[src/ebam_pkg.sv]
// Package with widths, register codes, controller states and shared types of the meter.
package ebam_pkg;

  localparam int SAMPLE_BITS = 12;
  localparam int FRAC_BITS   = 16;

  // Weight format of the smoother (unsigned Q0.16).
  localparam int Q_BITS      = 16;
  localparam int LEN_W       = 8;
  localparam int GAIN_W      = 14;
  localparam int OFFSET_W    = 11;
  localparam int READING_W   = 16;
  localparam int CFG_IDX_W   = 3;
  localparam int CFG_DATA_W  = 16;

  localparam int SMOOTH_W    = SAMPLE_BITS + FRAC_BITS;
  localparam int SUM_W       = SMOOTH_W + LEN_W;
  localparam int SUM_LO_W    = SUM_W / 2;
  localparam int SUM_HI_W    = SUM_W - SUM_LO_W;
  localparam int LO_PROD_W   = SUM_LO_W + GAIN_W;
  localparam int HI_PROD_W   = SUM_HI_W + GAIN_W;
  localparam int SCALE_W     = SUM_W + GAIN_W;
  localparam int DIVIDEND_W  = SCALE_W - FRAC_BITS;
  localparam int DIVISOR_W   = LEN_W + SAMPLE_BITS;
  localparam int RESULT_W    = DIVIDEND_W + 2;

  // Shared multiplier, signed operands.
  localparam int MUL_A_W     = SMOOTH_W + 2;
  localparam int MUL_B_W     = Q_BITS + 1;
  localparam int PROD_W      = MUL_A_W + MUL_B_W;

  localparam int IN_DATA_W   = 2 * SAMPLE_BITS;
  localparam int IN_TDATA_W  = ((IN_DATA_W + 7) / 8) * 8;
  localparam int OUT_TDATA_W = 2 * READING_W;

  localparam logic [Q_BITS-1:0]   RST_SMOOTHING_FACTOR = Q_BITS'(3277);
  localparam logic [LEN_W-1:0]    RST_BLOCK_LENGTH     = LEN_W'(50);
  localparam logic [GAIN_W-1:0]   RST_VOLTAGE_GAIN     = GAIN_W'(6679);
  localparam logic [OFFSET_W-1:0] RST_VOLTAGE_OFFSET   = OFFSET_W'(3);
  localparam logic [GAIN_W-1:0]   RST_CURRENT_GAIN     = GAIN_W'(3289);
  localparam logic [OFFSET_W-1:0] RST_CURRENT_OFFSET   = OFFSET_W'(-12);

  typedef enum logic [CFG_IDX_W-1:0] {
    REG_SMOOTHING_FACTOR = 3'd0,
    REG_BLOCK_LENGTH     = 3'd1,
    REG_VOLTAGE_GAIN     = 3'd2,
    REG_VOLTAGE_OFFSET   = 3'd3,
    REG_CURRENT_GAIN     = 3'd4,
    REG_CURRENT_OFFSET   = 3'd5
  } reg_idx_e;

  typedef enum logic [3:0] {
    ST_IDLE,
    ST_MUL_V,
    ST_UPD_V,
    ST_UPD_C,
    ST_ACC_C,
    ST_SC_VLO,
    ST_SC_VHI,
    ST_SC_CLO,
    ST_SC_CHI,
    ST_SC_CADD,
    ST_DIV_START,
    ST_DIV_WAIT,
    ST_OUTPUT
  } state_e;

  typedef enum logic [2:0] {
    MUL_SMOOTH_V,
    MUL_SMOOTH_C,
    MUL_SUM_V_LO,
    MUL_SUM_V_HI,
    MUL_SUM_C_LO,
    MUL_SUM_C_HI
  } mul_sel_e;

  typedef struct packed {
    logic [Q_BITS-1:0]          smoothing_factor;
    logic [LEN_W-1:0]           block_length;
    logic [GAIN_W-1:0]          voltage_gain;
    logic signed [OFFSET_W-1:0] voltage_offset;
    logic [GAIN_W-1:0]          current_gain;
    logic signed [OFFSET_W-1:0] current_offset;
  } cfg_t;

  typedef struct packed {
    logic     latch_in;
    logic     mul_en;
    mul_sel_e mul_sel;
    logic     upd_smooth_v;
    logic     upd_smooth_c;
    logic     acc_v;
    logic     acc_c;
    logic     prod_v_lo_ld;
    logic     prod_v_hi_add;
    logic     prod_c_lo_ld;
    logic     prod_c_hi_add;
    logic     div_start;
    logic     out_load;
  } cmd_t;

  typedef struct packed {
    logic block_done;
    logic div_done;
    logic out_free;
  } status_t;

endpackage

[src/ebam_divider.sv]
// Restoring divider that produces one quotient bit per cycle.
module ebam_divider (
  input  logic                             clk_i,
  input  logic                             rst_ni,
  input  logic                             start_i,
  input  logic [ebam_pkg::DIVIDEND_W-1:0]  dividend_i,
  input  logic [ebam_pkg::DIVISOR_W-1:0]   divisor_i,
  output logic                             busy_o,
  output logic [ebam_pkg::DIVIDEND_W-1:0]  quotient_o
);
  import ebam_pkg::*;

  localparam int CNT_W = $clog2(DIVIDEND_W + 1);

  logic [CNT_W-1:0]      cnt_q, cnt_d;
  logic [DIVISOR_W-1:0]  rem_q, rem_d;
  logic [DIVISOR_W-1:0]  div_q, div_d;
  logic [DIVIDEND_W-1:0] quo_q, quo_d;
  logic [DIVISOR_W:0]    shifted;
  logic [DIVISOR_W:0]    trial;

  always_comb begin
    cnt_d   = cnt_q;
    rem_d   = rem_q;
    div_d   = div_q;
    quo_d   = quo_q;
    shifted = {rem_q, quo_q[DIVIDEND_W-1]};
    trial   = shifted - {1'b0, div_q};
    if (start_i) begin
      cnt_d = CNT_W'(DIVIDEND_W);
      rem_d = '0;
      div_d = divisor_i;
      quo_d = dividend_i;
    end else if (cnt_q != '0) begin
      cnt_d = cnt_q - 1'b1;
      // The dividend shifts out at the top while quotient bits shift in below.
      if (!trial[DIVISOR_W]) begin
        rem_d = trial[DIVISOR_W-1:0];
        quo_d = {quo_q[DIVIDEND_W-2:0], 1'b1};
      end else begin
        rem_d = shifted[DIVISOR_W-1:0];
        quo_d = {quo_q[DIVIDEND_W-2:0], 1'b0};
      end
    end
  end

  always_ff @(posedge clk_i or negedge rst_ni) begin
    if (!rst_ni) begin
      cnt_q <= '0;
    end else begin
      cnt_q <= cnt_d;
    end
  end

  always_ff @(posedge clk_i) begin
    rem_q <= rem_d;
    div_q <= div_d;
    quo_q <= quo_d;
  end

  assign busy_o     = (cnt_q != '0);
  assign quotient_o = quo_q;

endmodule

[src/ebam_ctrl.sv]
// Controller state machine that sequences the smoother, the block sums and the readout.
module ebam_ctrl (
  input  logic              clk_i,
  input  logic              rst_ni,
  input  logic              in_valid_i,
  output logic              in_ready_o,
  input  ebam_pkg::status_t status_i,
  output ebam_pkg::cmd_t    cmd_o
);
  import ebam_pkg::*;

  state_e state_q, state_d;

  always_ff @(posedge clk_i or negedge rst_ni) begin
    if (!rst_ni) begin
      state_q <= ST_IDLE;
    end else begin
      state_q <= state_d;
    end
  end

  always_comb begin
    state_d    = state_q;
    cmd_o      = '0;
    cmd_o.mul_sel = MUL_SMOOTH_V;
    in_ready_o = 1'b0;
    case (state_q)
      ST_IDLE: begin
        in_ready_o = 1'b1;
        if (in_valid_i) begin
          cmd_o.latch_in = 1'b1;
          state_d        = ST_MUL_V;
        end
      end
      ST_MUL_V: begin
        cmd_o.mul_en  = 1'b1;
        cmd_o.mul_sel = MUL_SMOOTH_V;
        state_d       = ST_UPD_V;
      end
      ST_UPD_V: begin
        cmd_o.upd_smooth_v = 1'b1;
        cmd_o.mul_en       = 1'b1;
        cmd_o.mul_sel      = MUL_SMOOTH_C;
        state_d            = ST_UPD_C;
      end
      ST_UPD_C: begin
        cmd_o.upd_smooth_c = 1'b1;
        cmd_o.acc_v        = 1'b1;
        state_d            = ST_ACC_C;
      end
      ST_ACC_C: begin
        cmd_o.acc_c = 1'b1;
        state_d     = status_i.block_done ? ST_SC_VLO : ST_IDLE;
      end
      ST_SC_VLO: begin
        cmd_o.mul_en  = 1'b1;
        cmd_o.mul_sel = MUL_SUM_V_LO;
        state_d       = ST_SC_VHI;
      end
      ST_SC_VHI: begin
        cmd_o.prod_v_lo_ld = 1'b1;
        cmd_o.mul_en       = 1'b1;
        cmd_o.mul_sel      = MUL_SUM_V_HI;
        state_d            = ST_SC_CLO;
      end
      ST_SC_CLO: begin
        cmd_o.prod_v_hi_add = 1'b1;
        cmd_o.mul_en        = 1'b1;
        cmd_o.mul_sel       = MUL_SUM_C_LO;
        state_d             = ST_SC_CHI;
      end
      ST_SC_CHI: begin
        cmd_o.prod_c_lo_ld = 1'b1;
        cmd_o.mul_en       = 1'b1;
        cmd_o.mul_sel      = MUL_SUM_C_HI;
        state_d            = ST_SC_CADD;
      end
      ST_SC_CADD: begin
        cmd_o.prod_c_hi_add = 1'b1;
        state_d             = ST_DIV_START;
      end
      ST_DIV_START: begin
        cmd_o.div_start = 1'b1;
        state_d         = ST_DIV_WAIT;
      end
      ST_DIV_WAIT: begin
        if (status_i.div_done) begin
          state_d = ST_OUTPUT;
        end
      end
      ST_OUTPUT: begin
        // Hold here until the output register can take the reading.
        if (status_i.out_free) begin
          cmd_o.out_load = 1'b1;
          state_d        = ST_IDLE;
        end
      end
      default: begin
        state_d = ST_IDLE;
      end
    endcase
  end

endmodule

[src/ebam_datapath.sv]
// Datapath with smoother state, block sums, shared multiplier, dividers and output register.
module ebam_datapath (
  input  logic                               clk_i,
  input  logic                               rst_ni,
  input  ebam_pkg::cfg_t                     cfg_i,
  input  ebam_pkg::cmd_t                     cmd_i,
  output ebam_pkg::status_t                  status_o,
  input  logic [ebam_pkg::SAMPLE_BITS-1:0]   voltage_sample_i,
  input  logic [ebam_pkg::SAMPLE_BITS-1:0]   current_sample_i,
  output logic                               out_valid_o,
  input  logic                               out_ready_i,
  output logic [ebam_pkg::READING_W-1:0]     voltage_reading_o,
  output logic [ebam_pkg::READING_W-1:0]     current_reading_o
);
  import ebam_pkg::*;

  logic [SAMPLE_BITS-1:0] x_v_q, x_c_q;
  logic [SMOOTH_W-1:0]    smooth_v_q, smooth_c_q;
  logic [SUM_W-1:0]       sum_v_q, sum_c_q;
  logic [LEN_W-1:0]       count_q;
  logic [LEN_W-1:0]       len_eff;
  logic signed [PROD_W-1:0] p_q;
  logic signed [MUL_A_W-1:0] mul_a;
  logic signed [MUL_B_W-1:0] mul_b;
  logic signed [SMOOTH_W:0]  diff_v, diff_c;
  logic [SCALE_W-1:0]     prod_v_q, prod_c_q;
  logic [DIVISOR_W-1:0]   divisor;
  logic                   busy_v, busy_c;
  logic [DIVIDEND_W-1:0]  quo_v, quo_c;
  logic                   out_valid_q;
  logic [READING_W-1:0]   read_v_q, read_c_q;
  logic [READING_W-1:0]   read_v_d, read_c_d;

  function automatic logic [READING_W-1:0] clamp_reading(
    input logic [DIVIDEND_W-1:0]  quo,
    input logic [OFFSET_W-1:0]    offset
  );
    logic signed [RESULT_W-1:0] r;
    r = $signed({2'b00, quo}) + $signed({{(RESULT_W-OFFSET_W){offset[OFFSET_W-1]}}, offset});
    if (r[RESULT_W-1]) begin
      return '0;
    end else if (r[RESULT_W-2:READING_W] != '0) begin
      return '1;
    end else begin
      return r[READING_W-1:0];
    end
  endfunction

  assign len_eff = (cfg_i.block_length == '0) ? LEN_W'(1) : cfg_i.block_length;
  // Divisor is len_eff * (2^S - 1); the 2^F factor is taken off the dividend.
  assign divisor = {len_eff, {SAMPLE_BITS{1'b0}}} - DIVISOR_W'(len_eff);

  // Smoother step: s' = s + floor(q * ((x << F) - s) / 2^16).
  assign diff_v = $signed({1'b0, x_v_q, {FRAC_BITS{1'b0}}}) - $signed({1'b0, smooth_v_q});
  assign diff_c = $signed({1'b0, x_c_q, {FRAC_BITS{1'b0}}}) - $signed({1'b0, smooth_c_q});

  always_comb begin
    mul_a = '0;
    mul_b = '0;
    case (cmd_i.mul_sel)
      MUL_SMOOTH_V: begin
        mul_a = {diff_v[SMOOTH_W], diff_v};
        mul_b = {1'b0, cfg_i.smoothing_factor};
      end
      MUL_SMOOTH_C: begin
        mul_a = {diff_c[SMOOTH_W], diff_c};
        mul_b = {1'b0, cfg_i.smoothing_factor};
      end
      MUL_SUM_V_LO: begin
        mul_a = {{(MUL_A_W-SUM_LO_W){1'b0}}, sum_v_q[SUM_LO_W-1:0]};
        mul_b = {{(MUL_B_W-GAIN_W){1'b0}}, cfg_i.voltage_gain};
      end
      MUL_SUM_V_HI: begin
        mul_a = {{(MUL_A_W-SUM_HI_W){1'b0}}, sum_v_q[SUM_W-1:SUM_LO_W]};
        mul_b = {{(MUL_B_W-GAIN_W){1'b0}}, cfg_i.voltage_gain};
      end
      MUL_SUM_C_LO: begin
        mul_a = {{(MUL_A_W-SUM_LO_W){1'b0}}, sum_c_q[SUM_LO_W-1:0]};
        mul_b = {{(MUL_B_W-GAIN_W){1'b0}}, cfg_i.current_gain};
      end
      MUL_SUM_C_HI: begin
        mul_a = {{(MUL_A_W-SUM_HI_W){1'b0}}, sum_c_q[SUM_W-1:SUM_LO_W]};
        mul_b = {{(MUL_B_W-GAIN_W){1'b0}}, cfg_i.current_gain};
      end
      default: begin
        mul_a = '0;
        mul_b = '0;
      end
    endcase
  end

  always_ff @(posedge clk_i) begin
    if (cmd_i.latch_in) begin
      x_v_q <= voltage_sample_i;
      x_c_q <= current_sample_i;
    end
    if (cmd_i.mul_en) begin
      p_q <= mul_a * mul_b;
    end
    if (cmd_i.prod_v_lo_ld) begin
      prod_v_q <= SCALE_W'(p_q[LO_PROD_W-1:0]);
    end
    if (cmd_i.prod_v_hi_add) begin
      prod_v_q <= prod_v_q + {p_q[HI_PROD_W-1:0], {SUM_LO_W{1'b0}}};
    end
    if (cmd_i.prod_c_lo_ld) begin
      prod_c_q <= SCALE_W'(p_q[LO_PROD_W-1:0]);
    end
    if (cmd_i.prod_c_hi_add) begin
      prod_c_q <= prod_c_q + {p_q[HI_PROD_W-1:0], {SUM_LO_W{1'b0}}};
    end
    if (cmd_i.out_load) begin
      read_v_q <= read_v_d;
      read_c_q <= read_c_d;
    end
  end

  // The convex update keeps the true result in range, so modular addition is exact.
  always_ff @(posedge clk_i or negedge rst_ni) begin
    if (!rst_ni) begin
      smooth_v_q  <= '0;
      smooth_c_q  <= '0;
      sum_v_q     <= '0;
      sum_c_q     <= '0;
      count_q     <= '0;
      out_valid_q <= 1'b0;
    end else begin
      if (cmd_i.upd_smooth_v) begin
        smooth_v_q <= smooth_v_q + p_q[Q_BITS +: SMOOTH_W];
      end
      if (cmd_i.upd_smooth_c) begin
        smooth_c_q <= smooth_c_q + p_q[Q_BITS +: SMOOTH_W];
      end
      if (cmd_i.acc_v) begin
        sum_v_q <= sum_v_q + SUM_W'(smooth_v_q);
        count_q <= count_q + 1'b1;
      end
      if (cmd_i.acc_c) begin
        sum_c_q <= sum_c_q + SUM_W'(smooth_c_q);
      end
      if (cmd_i.out_load) begin
        sum_v_q     <= '0;
        sum_c_q     <= '0;
        count_q     <= '0;
        out_valid_q <= 1'b1;
      end else if (out_ready_i) begin
        out_valid_q <= 1'b0;
      end
    end
  end

  ebam_divider u_div_v (
    .clk_i      (clk_i),
    .rst_ni     (rst_ni),
    .start_i    (cmd_i.div_start),
    .dividend_i (prod_v_q[SCALE_W-1:FRAC_BITS]),
    .divisor_i  (divisor),
    .busy_o     (busy_v),
    .quotient_o (quo_v)
  );

  ebam_divider u_div_c (
    .clk_i      (clk_i),
    .rst_ni     (rst_ni),
    .start_i    (cmd_i.div_start),
    .dividend_i (prod_c_q[SCALE_W-1:FRAC_BITS]),
    .divisor_i  (divisor),
    .busy_o     (busy_c),
    .quotient_o (quo_c)
  );

  assign read_v_d = clamp_reading(quo_v, cfg_i.voltage_offset);
  assign read_c_d = clamp_reading(quo_c, cfg_i.current_offset);

  assign status_o.block_done = (count_q >= len_eff);
  assign status_o.div_done   = !busy_v && !busy_c;
  assign status_o.out_free   = !out_valid_q || out_ready_i;

  assign out_valid_o       = out_valid_q;
  assign voltage_reading_o = read_v_q;
  assign current_reading_o = read_c_q;

endmodule

[src/ema_block_average_meter.sv]
// Two-channel smoothing meter: configuration registers and the controller and datapath.
//
// Usage: each request on the s_axis channel carries one voltage and one current
// converter code. Both channels pass through a first-order exponential smoother
// whose state persists across blocks; the smoothed values are summed, and after
// block_length requests one request on m_axis carries both scaled readings. The user
// must send configuration writes on the cfg channel (always ready) only while the
// block is idle, which the block does not enforce; indexes 6 and 7 are ignored.
// Pacing: a request is taken only in the idle state; the four sequencer steps after
// acceptance, set by the single shared multiplier used twice per request, must finish
// before the next is taken. At the end of a block the scaling steps run on the multiplier,
// then the dividers start and produce one quotient bit per cycle until they finish,
// and the output step loads the reading.
// Reset loads the default register values and clears the smoother state, the sums,
// the count and the output valid flag. When the receiver stalls, the finished reading
// waits in the output register; a following block completes and then holds until
// the register is free, with s_axis_tready low meanwhile.
module ema_block_average_meter (
  input  logic                                clk_i,
  input  logic                                rst_ni,
  // tdata: voltage_sample [11:0], current_sample [23:12]
  input  logic                                s_axis_tvalid,
  output logic                                s_axis_tready,
  input  logic [ebam_pkg::IN_TDATA_W-1:0]     s_axis_tdata,
  // tdata: voltage_reading [15:0], current_reading [31:16]
  output logic                                m_axis_tvalid,
  input  logic                                m_axis_tready,
  output logic [ebam_pkg::OUT_TDATA_W-1:0]    m_axis_tdata,
  input  logic                                cfg_valid_i,
  output logic                                cfg_ready_o,
  input  logic [ebam_pkg::CFG_IDX_W-1:0]      cfg_index_i,
  input  logic [ebam_pkg::CFG_DATA_W-1:0]     cfg_data_i
);
  import ebam_pkg::*;

  cfg_t    cfg_q;
  cmd_t    cmd;
  status_t status;
  logic [READING_W-1:0] voltage_reading;
  logic [READING_W-1:0] current_reading;

  assign cfg_ready_o = 1'b1;

  always_ff @(posedge clk_i or negedge rst_ni) begin
    if (!rst_ni) begin
      cfg_q.smoothing_factor <= RST_SMOOTHING_FACTOR;
      cfg_q.block_length     <= RST_BLOCK_LENGTH;
      cfg_q.voltage_gain     <= RST_VOLTAGE_GAIN;
      cfg_q.voltage_offset   <= RST_VOLTAGE_OFFSET;
      cfg_q.current_gain     <= RST_CURRENT_GAIN;
      cfg_q.current_offset   <= RST_CURRENT_OFFSET;
    end else if (cfg_valid_i) begin
      case (cfg_index_i)
        REG_SMOOTHING_FACTOR: cfg_q.smoothing_factor <= cfg_data_i[Q_BITS-1:0];
        REG_BLOCK_LENGTH:     cfg_q.block_length     <= cfg_data_i[LEN_W-1:0];
        REG_VOLTAGE_GAIN:     cfg_q.voltage_gain     <= cfg_data_i[GAIN_W-1:0];
        REG_VOLTAGE_OFFSET:   cfg_q.voltage_offset   <= cfg_data_i[OFFSET_W-1:0];
        REG_CURRENT_GAIN:     cfg_q.current_gain     <= cfg_data_i[GAIN_W-1:0];
        REG_CURRENT_OFFSET:   cfg_q.current_offset   <= cfg_data_i[OFFSET_W-1:0];
        default: begin
        end
      endcase
    end
  end

  ebam_ctrl u_ctrl (
    .clk_i      (clk_i),
    .rst_ni     (rst_ni),
    .in_valid_i (s_axis_tvalid),
    .in_ready_o (s_axis_tready),
    .status_i   (status),
    .cmd_o      (cmd)
  );

  ebam_datapath u_datapath (
    .clk_i             (clk_i),
    .rst_ni            (rst_ni),
    .cfg_i             (cfg_q),
    .cmd_i             (cmd),
    .status_o          (status),
    .voltage_sample_i  (s_axis_tdata[SAMPLE_BITS-1:0]),
    .current_sample_i  (s_axis_tdata[2*SAMPLE_BITS-1:SAMPLE_BITS]),
    .out_valid_o       (m_axis_tvalid),
    .out_ready_i       (m_axis_tready),
    .voltage_reading_o (voltage_reading),
    .current_reading_o (current_reading)
  );

  assign m_axis_tdata = {current_reading, voltage_reading};

endmodule

[config.mk]
export PLATFORM = sky130hd
export DESIGN_NAME = ema_block_average_meter
export DESIGN_NICKNAME = d
export VERILOG_FILES = /design/src/ebam_pkg.sv /design/src/ebam_divider.sv /design/src/ebam_ctrl.sv /design/src/ebam_datapath.sv /design/src/ema_block_average_meter.sv
export SDC_FILE = /design/constraint.sdc
export NUM_CORES = 2
export LEC_CHECK = 0
export BUFFER_PORTS_ARGS = -buffer_cell sky130_fd_sc_hd__clkbuf_2
export CORE_MARGIN = 5
export CORE_UTILIZATION = 35
export CTS_CLUSTER_SIZE = 14
export DETAILED_ROUTE_END_ITERATION = 8
export SYNTH_ARGS = -nofsm -noshare
export SYNTH_HDL_FRONTEND = slang
export SYNTH_SLANG_ARGS = --single-unit
[constraint.sdc]
create_clock -name clk_i -period 11.3 [get_ports clk_i]
set_input_delay 2.26 -clock clk_i [delete_from_list [all_inputs] [get_ports clk_i]]
set_output_delay 2.26 -clock clk_i [all_outputs]
set_load 0.005 [all_outputs]
==> flow_metrics.py <==
metrics = {
    "global_route": {
        "via_count_of_the_first_global_routing_pass": 41400,
        "grt_antenna_before_repair": 8,
        "global_route_wire_length_before_repair_um": 240000,
        "track_usage_pct": 19.5,
        "grt_start_max_net_pins": 106,
        "leftover_overflow_at_the_end_of_global_routing": 0,
    },
    "yosys": {
        "synth-seq-cells": 523,
        "netlist.area_leader.share_pct": 17.2,
        "netlist.top_cell.by_area": "fa_1",
        "ys_seq_area_share_pct": 27.4,
        "syn_inst": 5709,
        "avgSynthCellArea_um2": 9.08,
        "post_synth_num_cell_types": 101,
        "mappedNetlistArea_um2": 51800,
        "synthArstFlopShare_pct": 43.4,
        "ys_dominant_reg_cell": "edfxtp_1",
        "synth_warnings": 0,
        "synth_enable_flop_cells": 256,
        "top_area_cells_in_the_synthesized_netlist": "fa_1 17%, edfxtp_1 15%, ha_1 10%, dfrtp_1 9.3%, nand2_1 5.5%",
    },
    "critical_path": {
        "end_point_of_the_critical_path": "u_datapath.p_q[42]",
        "critPathSlowestCell": "a221o_1",
        "crit_path_max_fanout": 21,
        "timing.critical_path.arrival_ps": 10580,
        "most_common_cell_on_crit_path": "fa_1",
        "ff2ff_path_depth": 27,
        "worstSetupPathType": "reg -> reg",
        "end_kind": "register",
        "critical_path.max_stage_delay_ps": 850,
        "crit-reg2reg-launch": "u_ctrl.state_q[0]",
        "startpoint_type": "register",
        "worst_r2r_endpoint": "u_datapath.p_q[42]",
        "register_to_register_setup_slack_ps": 1120,
        "worst_ep_required_time_ps": 11700,
        "crit_start": "u_ctrl.state_q[0]",
    },
    "routing": {
        "dr.pass1.iters": 8,
        "route.detailed.vias_per_inst": 5.34,
        "remaining_drc_errors": 0,
        "post_dr_wirelength_cell_um": 20.0,
        "top_layer": "met5",
        "dr.first_iter.drc_count": 2964,
        "routed_length_on_met1_um": 67400,
        "routed-via-count": 41400,
        "routed-wl-met2_um": 71600,
        "wirelength_um": 155000,
        "routed-wl-met3_um": 9650,
        "remaining_antenna_violation_count": 0,
    },
    "timing": {
        "setup-tns-final_ps": 0,
        "tightest_slew_ps": 1220,
        "period_share_pct": 90.1,
        "worst_case_setup_margin_in_the_final_layout_ps": 1120,
        "timing_max_transition_violations_final": 0,
        "fmax_mhz": 98.3,
        "fin_worst_skew_ps": 43.6,
        "finalSetupViolations": 0,
        "rsz0062_at_grt": "no",
        "post-route-min-period_ps": 10180,
        "slew_headroom_pct": 18.1,
        "timing.final.hold_violations": 0,
    },
    "job": {
        "cap_viol_max_count": 0,
    },
    "cts": {
        "numCtsBuffers": 69,
        "clkSlewWorstSetupHoldPaths_ps": 60,
        "clk_path_buf_depth": 3,
        "clock_tree.root_cell": "clkbuf_16",
        "clock_tree.htree_level_count": 3,
        "hold_buffers": 0,
        "clock_tree_from_tritoncts": "done",
        "cts_resized": 0,
        "clkLatencyLatePin_ps": 670,
        "clock_sink_count": 523,
        "cts_post_setup_buffers_inserted": 0,
    },
    "worst_hold_path": {
        "type_of_the_worst_min_delay_path": "reg -> reg",
    },
    "place": {
        "routabilityCongestion": 0.902,
        "dp_worst_setup_slack_ps": 1270,
        "portBuffers": 81,
        "post-dp-hpwl_um": 120000,
    },
    "die": {
        "row_count": 141,
        "horizontal_die_dimension_um": 395,
        "fp.dieH_um": 395,
        "floorplan.die_area_um2": 156000,
        "start_util_pct": 35.1,
        "area_of_the_core_um2": 147000,
        "top_level_ports": 83,
    },
    "final_layout": {
        "post_route_cells_drive_above_1_share_pct": 8.29,
        "final_net_count": 6689,
        "final_core_utilization_pct": 38.8,
        "most-common-layout-cells": "752 x nand2_1, 684 x inv_1, 445 x fa_1, 427 x ha_1, 378 x nor2_1",
        "layout_commonest_cell": "nand2_1",
        "syn2layout_area_growth_pct": 10.3,
    },
    "outcome": {
        "run_status": "complete, no violations",
    },
}
[registers in the layout, indices dropped and copies added (netlist names)]
name / cells
u_datapath.u_div_v.quotient_o: 34
u_datapath.count_q: 8
u_datapath.out_valid_o: 1
u_datapath.x_v_q: 12
u_datapath.prod_c_q: 34
u_datapath.u_div_c.rem_q: 20
u_datapath.prod_v_q: 34
u_datapath.u_div_c.quotient_o: 34
u_datapath.p_q: 44
u_datapath.x_c_q: 12
u_datapath.u_div_c.cnt_q: 6
cfg_q: 74
u_datapath.u_div_v.div_q: 20
u_datapath.voltage_reading_o: 16
u_datapath.smooth_c_q: 28
u_ctrl.state_q: 4
u_datapath.current_reading_o: 16
u_datapath.sum_v_q: 36
u_datapath.u_div_v.rem_q: 20
u_datapath.sum_c_q: 36
u_datapath.u_div_v.cnt_q: 6
u_datapath.smooth_v_q: 28
[layer usage]
layer	global-route usage (%)	up-vias
li1	-	19600
met2	32.3	1180
met5	0	-
met1	25.7	20300
met3	3.49	275
met4	7.21	2
[layout make-up]
class                           count  area [um^2]
Fill cell                       14800        90300
Multi-Input combinational cell   4315        34500
Sequential cell                   523        14200
Inverter                          686         2580
Tap cell                         1930         2410
Clock buffer                       90         1970
Timing Repair Buffer              174         1110
Clock inverter                     36          427
Antenna cell                        2         5.00
[Yosys cell counts (32+ instances only)]
cell type,count
a21oi_1,319
dfxtp_1,40
and3_1,39
a31oi_1,65
xor2_1,145
nand2b_1,53
a21o_1,110
and2_1,62
inv_1,686
fa_1,445
mux2_2,73
nor2_1,381
a22oi_1,32
clkbuf_1,167
nor3_1,98
or3_1,33
nand3_1,142
o21ai_0,337
nand2_1,753
mux2i_1,45
nor2b_1,76
o21a_1,53
dfstp_2,34
ha_1,427
edfxtp_1,256
dfrtp_1,193
xnor2_1,183
[metrics by stage]
stage / instance area, um^2 / instances / hold WS [ps]
global route: 57200 / 7754 / 512
global placement: 54800 / 7628 / 472
detailed placement: 54800 / 7628 / 481
floorplan: 51800 / 5711 / 448
finish: 57200 / 7756 / 484
CTS: 57200 / 7754 / 491
[critical path, delay by kind of cell, from the launching register on]
family                   cells  cell delay, ps
AO/OA/AOI/OAI               11            3740
adder cells (fa/ha/maj)      7            3390
AND/OR/NAND/NOR              5            1350
buffers and inverters        3             680
flip-flops                   1             630
XOR/XNOR                     1              80
[kinds of logic (layout without fill, tap and decap cells)]
family / count (synthesis) / in the layout / share of synthesized area (%)
AND/OR/NAND/NOR: 1741 / 1741 / 15.2
adder cells (fa/ha/maj): 872 / 872 / 27.5
XOR/XNOR: 328 / 328 / 5.54
flip-flops: 523 / 523 / 27.4
multiplexers: 118 / 118 / 2.46
other: 1 / 5 / 0.00724
AO/OA/AOI/OAI: 1253 / 1253 / 15.5
buffers and inverters: 873 / 986 / 6.40
[how the worst min path moves through the flow]
| stage | start | to | slack [ps] | cells past startpoint |
|---|---|---|---|---|
| global placement | u_datapath.u_div_c.rem_q[1] | u_datapath.u_div_c.rem_q[1] | 470 | 2 |
| global route | cfg_q[19] | cfg_q[19] | 510 | 1 |
| finish | u_datapath.u_div_v.rem_q[1] | u_datapath.u_div_v.rem_q[1] | 480 | 2 |
| floorplan | u_datapath.u_div_v.rem_q[1] | u_datapath.u_div_v.rem_q[1] | 450 | 2 |
| CTS | u_datapath.u_div_c.rem_q[7] | u_datapath.u_div_c.rem_q[7] | 490 | 2 |
| detailed placement | u_datapath.u_div_v.rem_q[1] | u_datapath.u_div_v.rem_q[1] | 480 | 2 |
Power is not shown: default switching activity piles up to over one toggle a cycle in this logic, so the estimate is an artifact.
